## config.mk

```make
export PLATFORM = sky130hd
export DESIGN_NAME = srdz_div_cell
export DESIGN_NICKNAME = d
export VERILOG_FILES = /design/src/rtl/srdz_pkg.sv /design/src/rtl/srdz_div_cell.sv
export SDC_FILE = /design/constraint.sdc
export NUM_CORES = 1
export LEC_CHECK = 0
export CAP_MARGIN = 20
export CORE_ASPECT_RATIO = 0.5
export CORE_MARGIN = 4
export CORE_UTILIZATION = 45
export CTS_CLUSTER_SIZE = 16
export DETAILED_ROUTE_END_ITERATION = 10
export DONT_BUFFER_PORTS = 1
export HOLD_SLACK_MARGIN = 0.15
export MAX_ROUTING_LAYER = met4
export PLACE_DENSITY_LB_ADDON = 0.12
export SLEW_MARGIN = 40
export SYNTH_ARGS = -nofsm -noshare
export SYNTH_HDL_FRONTEND = slang
export SYNTH_SLANG_ARGS = --single-unit
```

## constraint.sdc

```tcl
create_clock -name clock -period 3 [get_ports clock]
set_input_delay 0.15 -clock clock [delete_from_list [all_inputs] [get_ports clock]]
set_output_delay 0.15 -clock clock [all_outputs]
set_load 0.05 [all_outputs]
```

## src/rtl/srdz_pkg.sv

```systemverilog
package srdz_pkg;

   localparam int AXIS_BITS = 16;
   localparam int DZ_W      = AXIS_BITS - 1;
   localparam int OUT_W     = AXIS_BITS;
   localparam int MAG_W     = 2 * AXIS_BITS - 2;
   localparam int SQ_W      = 2 * MAG_W + 1;
   localparam int ROOT_W    = MAG_W + 1;
   localparam int RAD_W     = 2 * ROOT_W;
   localparam int Q_BITS    = 30;
   localparam int QUO_W     = Q_BITS + 1;
   localparam int DIV_W     = ROOT_W;
   localparam int NUM_W     = MAG_W + QUO_W;
   localparam int SC_W      = QUO_W + AXIS_BITS - 1;

   localparam longint FS_NEG_V = longint'(1) << (AXIS_BITS - 1);
   localparam longint FS_POS_V = FS_NEG_V - 1;

   localparam logic [MAG_W-1:0]   FS_NEG_M = MAG_W'(FS_NEG_V);
   localparam logic [MAG_W-1:0]   FS_POS_M = MAG_W'(FS_POS_V);
   localparam logic [MAG_W-1:0]   D_FULL   = MAG_W'(FS_POS_V * FS_NEG_V);
   localparam logic [2*MAG_W-1:0] D_SQ     =
      (2*MAG_W)'((FS_POS_V * FS_NEG_V) * (FS_POS_V * FS_NEG_V));
   localparam logic [SC_W-1:0]    FSP_SC   = SC_W'(FS_POS_V);
   localparam logic [OUT_W-1:0]   OUT_MAX  = OUT_W'(FS_POS_V);
   localparam logic [QUO_W-1:0]   MQ_ONE   = QUO_W'(1) << Q_BITS;
   localparam logic [DZ_W-1:0]    DZ_RESET = DZ_W'(7849);

   // pipeline levels
   localparam int LVL_SQ = 4;
   localparam int LVL_P  = LVL_SQ + ROOT_W;
   localparam int LVL_D1 = LVL_P + 1;
   localparam int LVL_M  = LVL_D1 + QUO_W;
   localparam int LVL_D2 = LVL_M + 1;
   localparam int N_LVL  = LVL_D2 + QUO_W;

   typedef struct packed {
      logic [RAD_W-1:0]  rad;
      logic [ROOT_W:0]   rem;
      logic [ROOT_W-1:0] root;
   } sqrt_type;

   typedef struct packed {
      logic [DIV_W-1:0] rem;
      logic [QUO_W-1:0] num;
      logic [QUO_W-1:0] quo;
      logic [DIV_W-1:0] dvs;
   } div_type;

   typedef struct packed {
      logic [MAG_W-1:0] mag_x;
      logic [MAG_W-1:0] mag_y;
      logic             neg_x;
      logic             neg_y;
      logic             dead;
      logic             big;
   } sq_side_type;

   typedef struct packed {
      logic [ROOT_W-1:0] root;
      logic [MAG_W-1:0]  mag_x;
      logic [MAG_W-1:0]  mag_y;
      logic              neg_x;
      logic              neg_y;
      logic              dead;
      logic              kill;
   } d1_side_type;

   typedef struct packed {
      logic neg_x;
      logic neg_y;
      logic dead;
      logic kill;
   } d2_side_type;

endpackage

```

## src/rtl/srdz_div_cell.sv

```systemverilog
module srdz_div_cell import srdz_pkg::*; (
   input  logic    clock,
   input  logic    en,
   input  div_type src,
   output div_type dst
);

   logic [DIV_W:0] t;
   logic [DIV_W:0] diff;
   logic           ge;
   div_type        stage_in;
   div_type        stage_ff;

   always_comb begin
      t    = {src.rem, src.num[QUO_W-1]};
      diff = t - {1'b0, src.dvs};
      ge   = (t >= {1'b0, src.dvs});
      stage_in.rem = ge ? diff[DIV_W-1:0] : t[DIV_W-1:0];
      stage_in.num = {src.num[QUO_W-2:0], 1'b0};
      stage_in.quo = {src.quo[QUO_W-2:0], ge};
      stage_in.dvs = src.dvs;
   end

   always_ff @(posedge clock) begin
      if (en) begin
         stage_ff <= stage_in;
      end
   end

   assign dst = stage_ff;

endmodule

```

== After elaboration in Yosys (flattened, before gate mapping) ==
Index checks and enable logic that the tools add are counted.
Operators by class
  $add $sub $neg: 1
  mux-type cells: 1
  $lt $le $gt $ge: 1
Operators with widths (count)
  $ge 32x31->1: 1
  $mux 31: 1
  $sub 31x31->31: 1
Storage, ports and cells
  logic and storage cells: 7
  register bits after elaboration: 123
  bits of input ports: 126
  output and inout bits: 124

== Longest topological paths before layout ==
Gate-level depths: netlist (run 1).
  word-level depth: 2
  depth in mapped cells: 13
  mapped depth without buffers: 12

== Least setup slack after synthesis (run 1) ==
Ideal clock, no wire load.
  path kind: in2reg
  from: input src[25] in the netlist's numbering
  to: register stage_ff, in the netlist dst[111] (data pin)
  stages: 10
  path slack: 505 ps
  data required time: 2740 ps
  setup time: 260 ps
  data arrival time: 2235 ps
  path buffers: 0
  cell sequence: inv_1 -> ha_1 -> a21o_1 -> a21o_1 -> a2111oi_1 -> nor3_1 -> a211o_1 -> nor2_4 -> inv_4 -> mux2_4
RTL lines
  from (decl): line srdz_div_cell.sv:4  | input div_type src,
  to (signal assigned): line srdz_div_cell.sv:26  | stage_ff <= stage_in;
  to (decl): line srdz_div_cell.sv:12  | div_type stage_ff;

==> results.py, run 1 <==
metrics = {
    "grt": {
        "grt_pass1_vias": 4290,
        "antenna_found_initial": 0,
        "grt_first_pass_wirelength_um": 23000,
        "grt_max_degree": 124,
        "grt.total_usage": 0.207,
        "overflow": 0,
    },
    "drt": {
        "wl_per_cell_um": 19.3,
        "first_pass_iters": 5,
        "num_vias": 4135,
        "drtIter0Drc": 256,
        "wl_um": 15200,
        "drtAntennaViolNets": 0,
        "drt-vias-per-instance": 5.24,
        "drc": 0,
    },
    "critical_path": {
        "critPathLaunchType": "input port",
        "worstPathMaxFanout": 10,
        "crit_type": "in2reg",
        "cpPeakStageDelay_ns": 0.57,
        "cp.arrival_ns": 2.94,
        "crit_chain": "dlygate4sd3_1 -> ha_1 -> fa_1 -> nor2b_1 -> o31ai_1 -> a21oi_2 -> o21ai_1 -> a211oi_2 -> nor2_4 -> buf_4 -> and2_1 -> a31o_2",
        "critPathSlowestCell": "dlygate4sd3_1",
        "end_kind": "flop",
        "crit_family": "compound AO/OA/AOI/OAI gates",
        "cp_data_required_time_ns": 3.16,
        "cp.depth": 12,
        "crit_buf_inv": 2,
    },
    "placement": {
        "dp_hpwl_um": 10500,
        "finalWeightedCongestion": 0.872,
        "io_buffers": 0,
        "dp.cells": 635,
    },
    "synthesis": {
        "synth_top_area_cell": "edfxtp_1",
        "synth_area_mm2": 0.00585,
        "yosysWarnings": 0,
        "synth_edf_count": 123,
        "seq_area_frac_synth": 0.632,
        "synth_nets": 630,
        "postSynthCellCount": 472,
        "synth_area_leaders": "edfxtp_1 (63%), ha_1 (6.6%), a21oi_1 (4.2%)",
        "ys.flop_type": "edfxtp_1",
        "avgSynthCellArea_um2": 12.4,
        "async_reset_ff_frac": 0,
        "synth_top_area_share": 0.632,
        "ys_types": 49,
        "ys_ff_latch": 123,
    },
    "sta": {
        "max_freq_ghz": 0.359,
        "setup_tns_ns": 0,
        "maxSlewViolCount": 0,
        "tightest_slew_ns": 0.552,
        "relSlewSlack": 0.633,
        "period_needed_ns": 2.78,
        "fin_hold_ws_ns": -0.140,
        "grt_setup_unrepaired": "false",
        "hold_violations": 114,
        "setup_violations": 0,
        "post-route-period-util": 0.928,
    },
    "cells_and_area": {
        "drive_gt1_frac": 0.0727,
        "layout.cells.non_filler": 789,
        "antennaDiodeCount": 0,
        "area_delta_synth_final_pct": 34.9,
        "largest_reg_flops": 123,
        "nets": 764,
    },
    "floorplan": {
        "start_util": 0.460,
        "pin_count": 250,
        "die_w_um": 169,
        "rows": 29,
        "die-height_um": 88.6,
        "dieArea_mm2": 0.0150,
        "core_mm2": 0.0127,
    },
    "worst_hold_path": {
        "worstHoldPathType": "in2reg",
        "whs_path_depth": 0,
    },
    "clock_network": {
        "clk_pin_slew_ns": 0.06,
        "cts_tree": "yes",
        "cts.htree.levels": 4,
        "cts_setup_buffers": 0,
        "cts_root_buf": "clkbuf_16",
        "holdBufCountCts": 122,
        "clock_sinks": 123,
        "clock_path_buffers": 2,
        "cts_made_buffers": 17,
    },
    "power": {
        "sequentialPowerShare": 0.494,
        "swShare": 0.319,
        "netSwitchingPower_mw": 1.79,
        "p_comb_frac": 0.111,
        "p_int_mw": 3.83,
        "pwr-share-clk": 0.395,
        "p_leak_nw": 3.07,
        "peakVddDrop_mv": 0.403,
        "powerDensity_mw_per_mm2": 713,
    },
    "flow_run": {
        "cap_viol_max_count": 0,
    },
    "run_status": {
        "violations": "negative hold slack",
        "outcome": "finished with violations",
    },
}
==> synthesized netlist by cell type, drive strengths merged (2+ instances only) <==
cell and count:
a211o 3, a211oi 7, a21o 5, a21oi 49, a31o 2, a31oi 2, and2 5, and3 2
buf 9, clkbuf 4, edfxtp 123, ha 31, inv 42, nand2 35, nand2b 4, nand3 5
nand4 5, nor2 42, nor2b 4, nor3 5, nor3b 2, nor4 3, o211a 3, o211ai 4
o21a 2, o21ai 27, o21bai 5, o311a 2, o31ai 3, or3 2, xnor2 11, xor2 12
==> cell families after synthesis <==
group                    synth area share
AO/OA/AOI/OAI                       0.127
XOR/XNOR                           0.0345
adder cells (fa/ha/maj)            0.0698
buffers and inverters              0.0413
flip-flops                          0.632
multiplexers                      0.00257
other                            0.000641
AND/OR/NAND/NOR                    0.0922
==> power by group through the flow <==
| stage | combinational [mW] | clock, mW | sequential (mW) |
|---|---|---|---|
| final | 0.622 | 2.23 | 2.78 |
| after global routing | 0.696 | 2.36 | 2.79 |
| after CTS | 0.618 | 2.27 | 2.78 |
| after detailed placement | 0.482 | 0 | 2.82 |
| after global placement | 0.477 | 0 | 2.81 |
| after floorplan | 0.393 | 0 | 2.78 |
==> final timing paths <==
path                    from        to  slack, ns
worst max-delay path  src[0]  dst[118]       0.22
worst min-delay path      en   dst[97]      -0.14
==> area by class of cell <==
class                      instances  area, um^2
clock buffer                      17         425
clock inverter                    15         209
fill                            1021        4810
inverter                          42         163
multi-input combinational        294        1920
sequential                       123        3690
tap                              170         213
timing repair buffer             128        1270
==> layer usage <==
layer / vias up / global-route usage / routed length (um)
li1: 2016 / - / -
met1: 1954 / 0.257 / 6630
met5: - / - / 0
met3: 11 / 0.0692 / 1100
met4: 0 / 0.0519 / 99
met2: 154 / 0.333 / 7390
==> layout by cell type, fill, tap and decap left out, types with 4 or more instances in the layout <==
| cell type | count |
|---|---|
| o21bai_1 | 5 |
| nand2b_1 | 4 |
| buf_4 | 6 |
| nor2b_1 | 4 |
| nand3_1 | 5 |
| o21ai_0 | 25 |
| and2_1 | 5 |
| inv_6 | 8 |
| a211oi_1 | 6 |
| a21o_1 | 5 |
| o211ai_1 | 4 |
| inv_1 | 41 |
| dlygate4sd3_1 | 122 |
| bufinv_16 | 4 |
| edfxtp_1 | 123 |
| clkbuf_16 | 17 |
| nor2_1 | 41 |
| nand2_1 | 35 |
| nand4_1 | 5 |
| nor3_1 | 4 |
| a21oi_1 | 48 |
| xor2_1 | 12 |
| xnor2_1 | 11 |
| ha_1 | 31 |
==> repair_timing <==
action	4_1_cts	5_1_grt
gates resized for setup	0	5
endpoints found under the hold margin	245	123
endpoints found under the setup margin	0	22
==> per-stage QoR <==
step	utilization	worst slack (ns)	area (um^2)	power, mW
after CTS	0.620	0.0254	7880	5.67
after detailed placement	0.474	0.192	6020	3.30
after floorplan	-	0.505	5850	3.17
after global placement	0.474	0.220	6020	3.29
after global routing	0.621	0.0264	7890	5.85
final	0.621	0.217	7890	5.63
Power figures use the tool's default switching activity.
==> inputs of run 2 (changes only) <==
- CORE_ASPECT_RATIO: 0.5 -> 1.2
==> run 2 against run 1 <==
The flow still finishes with violations (negative hold slack). Cell count shrank 0.13%. Flip-flop and latch count is the same. Hold slack lost 0.0035 ns. Wire length grew 7.9%. Sequential power is essentially flat. Largest cell class unchanged. Largest power group unchanged.
==> results.py, run 2 (synthesized netlist as in run 1, its figures left out) <==
metrics = {
    "sta": {
        "fin_ws_ns": 0.170,
        "setup_violations": 0,
        "relSlewSlack": 0.624,
        "grt_setup_unrepaired": "false",
        "post-route-period-util": 0.943,
        "hold_violations": 69,
        "max_freq_ghz": 0.353,
        "period_needed_ns": 2.83,
        "maxSlewViolCount": 0,
        "setup_tns_ns": 0,
        "tightest_slew_ns": 0.565,
        "fin_hold_ws_ns": -0.143,
    },
    "clock_network": {
        "clk_pin_slew_ns": 0.06,
        "cts_tree": "yes",
        "cts_root_buf": "clkbuf_16",
        "holdBufCountCts": 123,
        "cts_made_buffers": 17,
        "cts.htree.levels": 4,
        "clock_path_buffers": 2,
        "clock_sinks": 123,
        "cts_setup_buffers": 0,
    },
    "worst_hold_path": {
        "whs_path_depth": 0,
        "worstHoldPathType": "in2reg",
        "holdPathEnd": "dst[96]",
        "worstHoldStart": "en",
    },
    "placement": {
        "dp_hpwl_um": 11500,
        "placed_cell_area_mm2": 0.00604,
        "finalWeightedCongestion": 0.803,
        "io_buffers": 0,
        "dp_slack_ns": 0.0912,
    },
    "critical_path": {
        "cp_data_required_time_ns": 3.15,
        "crit_type": "in2reg",
        "worstPathMaxFanout": 3,
        "startpoint": "src[1]",
        "cp.arrival_ns": 2.98,
        "end_kind": "flop",
        "critPathLaunchType": "input port",
    },
    "grt": {
        "antenna_found_initial": 2,
        "grt_max_degree": 124,
        "grt.total_usage": 0.226,
        "grt_first_pass_wirelength_um": 25300,
        "grt_pass1_vias": 4545,
        "overflow": 0,
    },
    "drt": {
        "drtIter0Drc": 317,
        "drt-vias-per-instance": 5.37,
        "wl_per_cell_um": 20.8,
        "wl_um": 16400,
        "num_vias": 4230,
        "first_pass_iters": 5,
        "drtAntennaViolNets": 0,
        "drc": 0,
    },
    "power": {
        "p_leak_nw": 3.10,
        "powerDensity_mw_per_mm2": 721,
        "peakVddDrop_mv": 0.475,
    },
    "cells_and_area": {
        "mostFrequentLayoutCells": "edfxtp_1 (123), dlygate4sd3_1 (123), a21oi_1 (49)",
        "postLayoutCellArea_mm2": 0.00795,
        "area_delta_synth_final_pct": 35.9,
        "drive_gt1_frac": 0.0740,
        "utilization": 0.627,
        "largest_reg_flops": 123,
        "nets": 767,
    },
    "floorplan": {
        "dieArea_mm2": 0.0149,
        "pin_count": 250,
        "rows": 45,
        "start_util": 0.462,
        "die-height_um": 133,
        "die_w_um": 112,
        "core_mm2": 0.0127,
    },
    "run_status": {
        "outcome": "finished with violations",
        "violations": "negative hold slack",
    },
    "flow_run": {
        "cap_viol_max_count": 0,
    },
}
run 2: cell count changes in the layout (fill, tap and decap cells not counted), moves of 2 or more:
cell     delta
o21ai_1     -2
diode_2     +2
o21ai_0     +2
inv_6       -3
run 2: worst max-delay path, cell delays in order:
cell and delay, ns:
dlygate4sd3_1 0.59, fa_1 0.47, nor2b_1 0.16, o31ai_1 0.10, a21oi_1 0.25, o21ai_0 0.17
and2_1 0.22, o21ai_0 0.44, xor2_1 0.14, mux2_4 0.29
run 2: through the flow:
stage | total power, mW | std cells
2_1_floorplan | 3.17 | 472
3_3_place_gp | 3.31 | 631
3_5_place_dp | 3.32 | 631
4_1_cts | 5.78 | 786
5_1_grt | 5.95 | 788
6_report | 5.73 | 788
run 2: where the power goes:
group | internal, mW | switching [mW]
clock | 1.50 | 0.807
combinational | 0.314 | 0.327
sequential | 2.12 | 0.667
run 2: timing repair:
action                                  in CTS  in global routing
endpoints found under the hold margin      245                123
endpoints found under the setup margin       0                  5
resized for setup                            0                  1
run 2: area by class of cell:
| cell class | instances | area (um^2) |
|---|---|---|
| diodes | 2 | 5.00 |
| clock buffers | 18 | 429 |
| clock inverters | 14 | 233 |
| fillers | 993 | 4720 |
| inverters | 42 | 160 |
| multi-input cells | 294 | 1920 |
| flip-flops and latches | 123 | 3690 |
| well taps | 164 | 205 |
| repair buffers | 131 | 1300 |
run 2: worst max path at each step:
stage,endpoint,slack [ns]
after detailed placement,dst[94],0.09
after global routing,dst[93],0.09
after floorplan,dst[111],0.50
after global placement,dst[111],0.13
final,dst[111],0.17
after CTS,dst[111],0.12
run 2: metal layers:
| metal | track usage | vias to the layer above | share of wire |
|---|---|---|---|
| met5 | - | - | 0 |
| met4 | 0.0508 | 0 | 0.012 |
| met3 | 0.0672 | 16 | 0.070 |
| met2 | 0.389 | 180 | 0.52 |
| met1 | 0.261 | 2010 | 0.40 |
| li1 | - | 2024 | - |
