`src/rtl/srdz_pkg.sv`:
```
package srdz_pkg;

   localparam int AXIS_BITS = 16;
   localparam int DZ_W      = AXIS_BITS - 1;
   localparam int OUT_W     = AXIS_BITS;
   localparam int MAG_W     = 2 * AXIS_BITS - 2;
   localparam int SQ_W      = 2 * MAG_W + 1;
   localparam int ROOT_W    = MAG_W + 1;
   localparam int RAD_W     = 2 * ROOT_W;
   localparam int Q_BITS    = 30;
   localparam int QUO_W     = Q_BITS + 1;
   localparam int DIV_W     = ROOT_W;
   localparam int NUM_W     = MAG_W + QUO_W;
   localparam int SC_W      = QUO_W + AXIS_BITS - 1;

   localparam longint FS_NEG_V = longint'(1) << (AXIS_BITS - 1);
   localparam longint FS_POS_V = FS_NEG_V - 1;

   localparam logic [MAG_W-1:0]   FS_NEG_M = MAG_W'(FS_NEG_V);
   localparam logic [MAG_W-1:0]   FS_POS_M = MAG_W'(FS_POS_V);
   localparam logic [MAG_W-1:0]   D_FULL   = MAG_W'(FS_POS_V * FS_NEG_V);
   localparam logic [2*MAG_W-1:0] D_SQ     =
      (2*MAG_W)'((FS_POS_V * FS_NEG_V) * (FS_POS_V * FS_NEG_V));
   localparam logic [SC_W-1:0]    FSP_SC   = SC_W'(FS_POS_V);
   localparam logic [OUT_W-1:0]   OUT_MAX  = OUT_W'(FS_POS_V);
   localparam logic [QUO_W-1:0]   MQ_ONE   = QUO_W'(1) << Q_BITS;
   localparam logic [DZ_W-1:0]    DZ_RESET = DZ_W'(7849);

   // pipeline levels
   localparam int LVL_SQ = 4;
   localparam int LVL_P  = LVL_SQ + ROOT_W;
   localparam int LVL_D1 = LVL_P + 1;
   localparam int LVL_M  = LVL_D1 + QUO_W;
   localparam int LVL_D2 = LVL_M + 1;
   localparam int N_LVL  = LVL_D2 + QUO_W;

   typedef struct packed {
      logic [RAD_W-1:0]  rad;
      logic [ROOT_W:0]   rem;
      logic [ROOT_W-1:0] root;
   } sqrt_type;

   typedef struct packed {
      logic [DIV_W-1:0] rem;
      logic [QUO_W-1:0] num;
      logic [QUO_W-1:0] quo;
      logic [DIV_W-1:0] dvs;
   } div_type;

   typedef struct packed {
      logic [MAG_W-1:0] mag_x;
      logic [MAG_W-1:0] mag_y;
      logic             neg_x;
      logic             neg_y;
      logic             dead;
      logic             big;
   } sq_side_type;

   typedef struct packed {
      logic [ROOT_W-1:0] root;
      logic [MAG_W-1:0]  mag_x;
      logic [MAG_W-1:0]  mag_y;
      logic              neg_x;
      logic              neg_y;
      logic              dead;
      logic              kill;
   } d1_side_type;

   typedef struct packed {
      logic neg_x;
      logic neg_y;
      logic dead;
      logic kill;
   } d2_side_type;

endpackage

```
`src/rtl/srdz_sqrt_cell.sv`:
```
module srdz_sqrt_cell import srdz_pkg::*; (
   input  logic     clock,
   input  logic     en,
   input  sqrt_type src,
   output sqrt_type dst
);

   logic [ROOT_W+2:0] t;
   logic [ROOT_W+2:0] trial;
   logic [ROOT_W+2:0] diff;
   logic              ge;
   sqrt_type          stage_in;
   sqrt_type          stage_ff;

   always_comb begin
      t     = {src.rem, src.rad[RAD_W-1 -: 2]};
      trial = (ROOT_W+3)'({src.root, 2'b01});
      diff  = t - trial;
      ge    = (t >= trial);
      stage_in.rad  = {src.rad[RAD_W-3:0], 2'b00};
      stage_in.rem  = ge ? diff[ROOT_W:0] : t[ROOT_W:0];
      stage_in.root = {src.root[ROOT_W-2:0], ge};
   end

   always_ff @(posedge clock) begin
      if (en) begin
         stage_ff <= stage_in;
      end
   end

   assign dst = stage_ff;

endmodule

```
`config.mk`:
```
export PLATFORM = sky130hd
export DESIGN_NAME = srdz_sqrt_cell
export DESIGN_NICKNAME = d
export VERILOG_FILES = /design/src/rtl/srdz_pkg.sv /design/src/rtl/srdz_sqrt_cell.sv
export SDC_FILE = /design/constraint.sdc
export NUM_CORES = 1
export LEC_CHECK = 0
export ABC_AREA = 1
export BUFFER_PORTS_ARGS = -buffer_cell sky130_fd_sc_hd__buf_2
export CAP_MARGIN = 15
export CELL_PAD_IN_SITES_DETAIL_PLACEMENT = 0
export CELL_PAD_IN_SITES_GLOBAL_PLACEMENT = 1
export CORE_MARGIN = 2
export CORE_UTILIZATION = 36
export DETAILED_ROUTE_END_ITERATION = 6
export HOLD_SLACK_MARGIN = 0.02
export PLACE_DENSITY = 0.86
export REMOVE_ABC_BUFFERS = 1
export SYNTH_ARGS = -nofsm -noshare
export SYNTH_HDL_FRONTEND = slang
export SYNTH_SLANG_ARGS = --single-unit
export TNS_END_PERCENT = 100
```
`constraint.sdc`:
```
create_clock -name clock -period 2.4 [get_ports clock]
set_input_delay 0.12 -clock clock [delete_from_list [all_inputs] [get_ports clock]]
set_output_delay 0.12 -clock clock [all_outputs]
set_load 0.02 [all_outputs]
```
Word level (Yosys, flattened, before mapping). Index checks and enable logic that the tools add are counted.

Add/subtract/negate cells: 1. $lt $le $gt $ge: 1. Multiplexer cells: 1.

Operator list (number): >= comparator 34 x 33 -> 1 bit (1); two-way mux 32 bit (1); subtractor 32 bit (1).

Input port bits: 127. Word-level logic and storage cells: 6. Register bits: 123.

Longest topological paths before layout. Gate-level depths: netlist of run 1.

Word-level depth: 2. Gate-level depth with buffers: 16. Depth with buffers taken out: 15.

Worst setup path after synthesis of run 1. OpenSTA, ideal clock, no wires.

Path kind: input to register. Start point: in src[15] (netlist bit). End point: reg stage_ff (netlist bit dst[55]), data pin. Data arrival time: 1.446 ns. Setup slack: 0.701 ns. Buffers on the path: 1. Stages on the path: 14. Cells stage by stage: inv_1 ha_1 nand2_1 nor2_4 nand2_1 nor2_2 nand3b_1 nand2_1 nor2_2 nand2_4 inv_2 buf_6 nand2_1 nand2_1.

RTL lines: from (decl) (line srdz_sqrt_cell.sv:4) `input sqrt_type src,`; to (signal assigned) (line srdz_sqrt_cell.sv:27) `stage_ff <= stage_in;`; to (decl) (line srdz_sqrt_cell.sv:13) `sqrt_type stage_ff;`.

==> flow_metrics.tcl, run 1 <==
set metrics [dict create \
    avgSynthCellArea_um2 8.68 \
    ys_types 26 \
    hold_end "dst[31]" \
    grt_max_degree 53 \
    drt_wl_total_mm 20.1 \
    wl_per_cell_um 14.2 \
    muxShareOfSynthArea_pct 0 \
    coreArea_mm2 0.0186 \
    drtIter0Drc 324 \
    design.die.area_mm2 0.0199 \
    synth_top_family_by_area "simple AND/OR/NAND/NOR gates" \
    synth_top_area_share_pct 54.5 \
    synth_fa_ha_area_share_pct 6.10 \
    period_share_pct 94.7 \
    hold_path.class "input port to register" \
    min_from "src[123]" \
    synth_compound_area_share_pct 1.99 \
    worstSetupEndpointType "register" \
    drive_above_1_share_pct 26.0 \
    grt-ovfl-total 0 \
    finalCriticalPeriod_ns 2.27 \
    worst_path_most_repeated_cell "nand2_1" \
    drtAntennaViolNets 0 \
    largest_reg_flops 123 \
    yosysTopAreaCell "edfxtp_1" \
    syn_area_mm2 0.00677 \
    ctsRootBufferMaster "clkbuf_16" \
    area_delta_synth_final_pct 49.4 \
    place_inst 1264 \
    io_buffers 249 \
    finalSetupViolations 0 \
    p_per_area_mw_per_mm2 663 \
    track_usage_pct 20.2 \
    synth_area_leaders "edfxtp_1 55%, nand2_1 17%, inv_1 8.4%" \
    cts.clk_slew.worst_paths_ns 0.06 \
    synth_cells 780 \
    ys_ff_latch 123 \
    ios 252 \
    row_count 50 \
    layout.nets 1329 \
    ys_seq_area_share_pct 54.5 \
    slowest_stage "dlygate4sd3_1" \
    clock_sinks 123 \
    status "finished clean" \
    synth_simple_gate_area_share_pct 26.2 \
    vias_per_cell 4.41 \
    route.detailed.drc 0 \
    cp_data_arrival_time_ns 2.43 \
    start_util_pct 36.5 \
    critical-path-max-stage-delay_ns 0.53 \
    firstDrtPassIters 5 \
    place_area_mm2 0.00833 \
    worstSetupPathType "input port to register" \
    grt_pass1_wl_mm 31.5 \
    p_leak_nw 5.14 \
    worstSetupStartpointType "input port" \
    n_antenna_cell 0 \
    cts_tree "done" \
    first_global_vias 6387 \
    finalHoldViolCount 0 \
    crit_path_max_fanout 17 \
    yosys_warnings 0 \
    required_ns 2.56 \
    cts_buffer_depth 2 \
    crit_chain "dlygate4sd3_1 > buf_2 > inv_1 > ha_1 > nand2_2 > inv_1 > nand2_1 > nand2_1 > inv_1 > nand3_4 > nand2_2 > nand2_1 > nand2_2 > nand2_4 > buf_4 > nand3_1 > nand2_1" \
    startpoint "src[7]" \
    fill_cells 1732 \
    synth_xor_area_share_pct 1.68 \
    finalInstanceArea_mm2 0.0101 \
    htree_levels 4 \
    final_cells 1416 \
    holdPathStages 3 \
    whs_ns 0.0802 \
    dp_hpwl_mm 14.6 \
    antenna_found_initial 0 \
    peakVddDrop_v 0.000425 \
    die_x_um 141 \
    post_cts_buffers 0 \
    cts_buffers 17 \
    maxCapViolations 0 \
    fp.dieH_um 141 \
    slew_violations 0 \
    vias 6246 \
    gp_congestion 0.911 \
    fmax_ghz 0.440 \
]
-- stage by stage --
step | total power (W) | utilization, % | setup WS, ns | setup TNS, ns
4_1_cts | 0.00676 | 54.4 | 0.0904 | 0
3_5_place_dp | 0.00412 | 44.8 | 0.210 | 0
6_report | 0.00671 | 54.5 | 0.126 | 0
5_1_grt | 0.00704 | 54.5 | -0.00546 | -0.00900
3_3_place_gp | 0.00411 | 44.8 | 0.202 | 0
2_1_floorplan | 0.00357 | - | 0.500 | 0
-- timing repair --
action                                  in CTS  in global routing
hold endpoints to repair                   120                  0
endpoints found under the setup margin       0                 32
resized for setup                            0                  4
hold buffers                               120                  0
-- synthesized netlist by cell type --
cell type,count
nand2_1,308
inv_1,151
edfxtp_1,123
nor2_1,38
ha_1,33
nand3_1,33
a21oi_1,20
xor2_1,13
nand3b_1,12
and2_1,9
nor2_2,7
nor3_1,6
buf_4,5
nand2_2,5
buf_6,3
a21o_1,2
nand4_1,2
o21bai_1,2
and3_1,1
conb_1,1
inv_2,1
nand2_4,1
nand3_2,1
nor2_4,1
o21ai_0,1
or2_2,1
-- logic make-up (layout without fill, tap and decap cells) --
| kind of cell | after synthesis | count (layout) |
|---|---|---|
| buf+inv | 160 | 561 |
| simple gates | 425 | 425 |
| flops | 123 | 123 |
| fa+ha+maj | 33 | 33 |
| xor+xnor | 13 | 13 |
| other cells | 1 | 2 |
| compound gates | 25 | 25 |
-- how the worst max path moves through the flow --
stage,to,cells past startpoint,slack (ns)
2_1_floorplan,dst[33],13,0.50
3_3_place_gp,dst[53],16,0.20
3_5_place_dp,dst[53],16,0.21
4_1_cts,dst[53],17,0.09
5_1_grt,dst[53],17,-0.005
6_report,dst[53],17,0.13
-- cell usage in the layout, fill, tap and decap left out, types with 9 or more instances in the layout --
master / n
a21oi_1: 20
and2_1: 9
buf_2: 248
clkbuf_16: 17
dlygate4sd3_1: 120
edfxtp_1: 123
ha_1: 33
inv_1: 151
nand2_1: 306
nand3_1: 33
nand3b_1: 12
nor2_1: 38
xor2_1: 13
-- layer usage --
layer | global-route usage, % | vias up | routed length, um
met5 | 0 | - | 0
met4 | 6.16 | 0 | 273
met3 | 4.55 | 16 | 1220
met2 | 35.1 | 200 | 9880
met1 | 25.1 | 2803 | 8710
li1 | - | 3227 | -
-- critical path: cells and delay by family --
| family | cells | cell delay (ns) |
|---|---|---|
| buffers and inverters | 6 | 1.04 |
| adders and majority gates | 1 | 0.35 |
| and+or+nand+nor | 10 | 0.92 |
-- final cells by class --
type | count | area (um2) | area share, %
clock buffers | 18 | 429 | 4.24
clock inverters | 14 | 140 | 1.38
inverters | 152 | 571 | 5.64
multi-input cells | 498 | 2450 | 24.3
flip-flops and latches | 123 | 3690 | 36.5
well taps | 234 | 293 | 2.89
repair buffers | 377 | 2540 | 25.1
-- report_power, final --
part	total (W)	internal, W	switching (W)
logic	0.00157	0.000603	0.000970
registers	0.00267	0.00262	0.0000527
clock network	0.00247	0.00145	0.00102
No activity file was read; power rests on OpenSTA's default activity.
==> run 2: changes to the inputs <==
--- a/config.mk
+++ b/config.mk
@@ -6,15 +6,16 @@
 export NUM_CORES = 1
 export LEC_CHECK = 0
 export ABC_AREA = 1
-export BUFFER_PORTS_ARGS = -buffer_cell sky130_fd_sc_hd__buf_2
 export CAP_MARGIN = 15
 export CELL_PAD_IN_SITES_DETAIL_PLACEMENT = 0
 export CELL_PAD_IN_SITES_GLOBAL_PLACEMENT = 1
 export CORE_MARGIN = 2
-export CORE_UTILIZATION = 36
+export CORE_UTILIZATION = 46
 export DETAILED_ROUTE_END_ITERATION = 6
+export DONT_BUFFER_PORTS = 1
 export HOLD_SLACK_MARGIN = 0.02
-export PLACE_DENSITY = 0.86
+export PLACE_DENSITY = 0.84
+export RECOVER_POWER = 25
 export REMOVE_ABC_BUFFERS = 1
 export SYNTH_ARGS = -nofsm -noshare
 export SYNTH_HDL_FRONTEND = slang
==> constraint.sdc (replaced) <==
create_clock -name clock -period 2.4 [get_ports clock]
set_input_delay 0.12 -clock clock [delete_from_list [all_inputs] [get_ports clock]]
set_output_delay 0.12 -clock clock [all_outputs]
set_load 0.05 [all_outputs]
==> run 2 against run 1 <==
Effect of this change: the run now ends with hold timing left; via count shrank 12%; utilization is 6.2 points higher; power is 4.0% higher; critical path depth down 3; die area is 21% lower; global-route usage rose by 5.9 points; combinational power down 38%; clock-buffer cell count is 1 lower; critical path type unchanged; critical endpoint is now dst[61].
==> flow_metrics.tcl, run 2 (synthesized netlist as in run 1, its figures left out) <==
set metrics [dict create \
    drive_above_1_share_pct 6.00 \
    status "finished, violations left" \
    grt_pass1_wl_mm 30.7 \
    crit_path_max_fanout 19 \
    die_x_um 125 \
    track_usage_pct 26.1 \
    fp.dieH_um 125 \
    post_cts_buffers 0 \
    coreArea_mm2 0.0145 \
    design.die.area_mm2 0.0157 \
    hold_path.class "input port to register" \
    whs_ns -0.186 \
    largest_reg_flops 123 \
    finalCriticalPeriod_ns 2.06 \
    drt_wl_total_mm 20.5 \
    worstSetupPathType "input port to register" \
    grt_max_degree 124 \
    utilization_pct 60.7 \
    vias_per_cell 4.91 \
    cts_buffers 17 \
    slew_headroom_pct 62.8 \
    dp_hpwl_mm 14.7 \
    area_delta_synth_final_pct 29.6 \
    cts.clk_slew.worst_paths_ns 0.06 \
    final_cells 1118 \
    min_from "en" \
    critical-path-max-stage-delay_ns 0.57 \
    rsz0062_at_grt "false" \
    ctsRootBufferMaster "clkbuf_16" \
    final_common_cell "nand2_1" \
    hold_buffers 121 \
    worstSetupEndpointType "register" \
    violations "hold timing" \
    required_ns 2.58 \
    worst_path_most_repeated_cell "nand2_1" \
    route.detailed.drc 0 \
    fin_ws_ns 0.341 \
    row_count 44 \
    cts_buffer_depth 2 \
    fmax_ghz 0.486 \
    drtAntennaViolNets 0 \
    p_leak_nw 4.14 \
    maxCapViolations 0 \
    worstSetupStartpointType "input port" \
    holdPathStages 0 \
    cp_data_arrival_time_ns 2.24 \
    vias 5485 \
    clock_sinks 123 \
    htree_levels 4 \
    place_inst 965 \
    finalSetupTns_ns 0 \
    finalPower_w 0.00698 \
    p_per_area_mw_per_mm2 795 \
    crit_family "buffers and inverters" \
    slew_violations 0 \
    drtIter0Drc 364 \
    tightest_slew_ns 0.559 \
    cts_tree "done" \
    cp_num_buf_inv 5 \
    post_cts_resized 0 \
    slowest_stage "dlygate4sd3_1" \
    peakVddDrop_v 0.000464 \
    start_util_pct 46.8 \
    finalSetupViolations 0 \
    gp_congestion 0.869 \
    grt-ovfl-total 0 \
    post-place-ws_ns 0.220 \
    crit_chain "dlygate4sd3_1 > inv_1 > ha_1 > inv_1 > nand3_1 > nand3_2 > nand2_2 > nand2_1 > nand2_2 > nand2_4 > inv_2 > buf_4 > nand2_1 > nand2_1" \
    final_cell_mix "308 x nand2_1, 151 x inv_1, 123 x edfxtp_1, 121 x dlygate4sd3_1, 38 x nor2_1" \
    first_global_vias 5475 \
    ios 252 \
    layout.nets 1081 \
    wl_per_cell_um 18.3 \
    firstDrtPassIters 5 \
    finalHoldViolCount 123 \
    period_share_pct 85.8 \
    hold_end "dst[26]" \
    io_buffers 0 \
    antenna_found_initial 1 \
]
==> run 2: cell type report <==
| cell class | instances | area, um2 |
|---|---|---|
| Fill cell | 1232 | 5700 |
| Sequential cell | 123 | 3690 |
| Multi-Input combinational cell | 498 | 2440 |
| Timing Repair Buffer | 129 | 1270 |
| Inverter | 152 | 571 |
| Clock buffer | 17 | 425 |
| Tap cell | 184 | 230 |
| Clock inverter | 14 | 146 |
| Antenna cell | 1 | 2.50 |
==> run 2: per-layer routing <==
| metal | wire length (um) | vias to the layer above | part of all wire, % | global-route usage, % |
|---|---|---|---|---|
| li1 | - | 2735 | - | - |
| met1 | 8280 | 2491 | 40 | 30.7 |
| met2 | 10600 | 238 | 52 | 47.6 |
| met3 | 1260 | 21 | 6.2 | 6.72 |
| met4 | 270 | 0 | 1.3 | 6.86 |
| met5 | 0 | - | 0 | 0 |
==> run 2: per-stage QoR <==
step | hold WS, ns | area, um2
global placement | 0.219 | 7000
CTS | -0.198 | 8780
finish | -0.186 | 8780
floorplan | 0.219 | 6710
global route | -0.210 | 8780
detailed placement | 0.219 | 7000
==> run 2: how the worst max path moves through the flow <==
stage	endpoint	start	depth (start not counted)
after floorplan	dst[33]	src[7]	13
after global placement	dst[58]	src[14]	14
after detailed placement	dst[61]	src[14]	16
after CTS	dst[61]	src[123]	14
after global routing	dst[57]	src[123]	14
final	dst[61]	src[123]	14
==> run 2: where the power goes <==
part	leakage, nW	switching (W)	total (W)	internal (W)
clock network	0.264	0.00103	0.00255	0.00152
logic	2.68	0.000572	0.000970	0.000397
registers	1.20	0.000821	0.00346	0.00264
total	4.14	0.00242	0.00698	0.00456
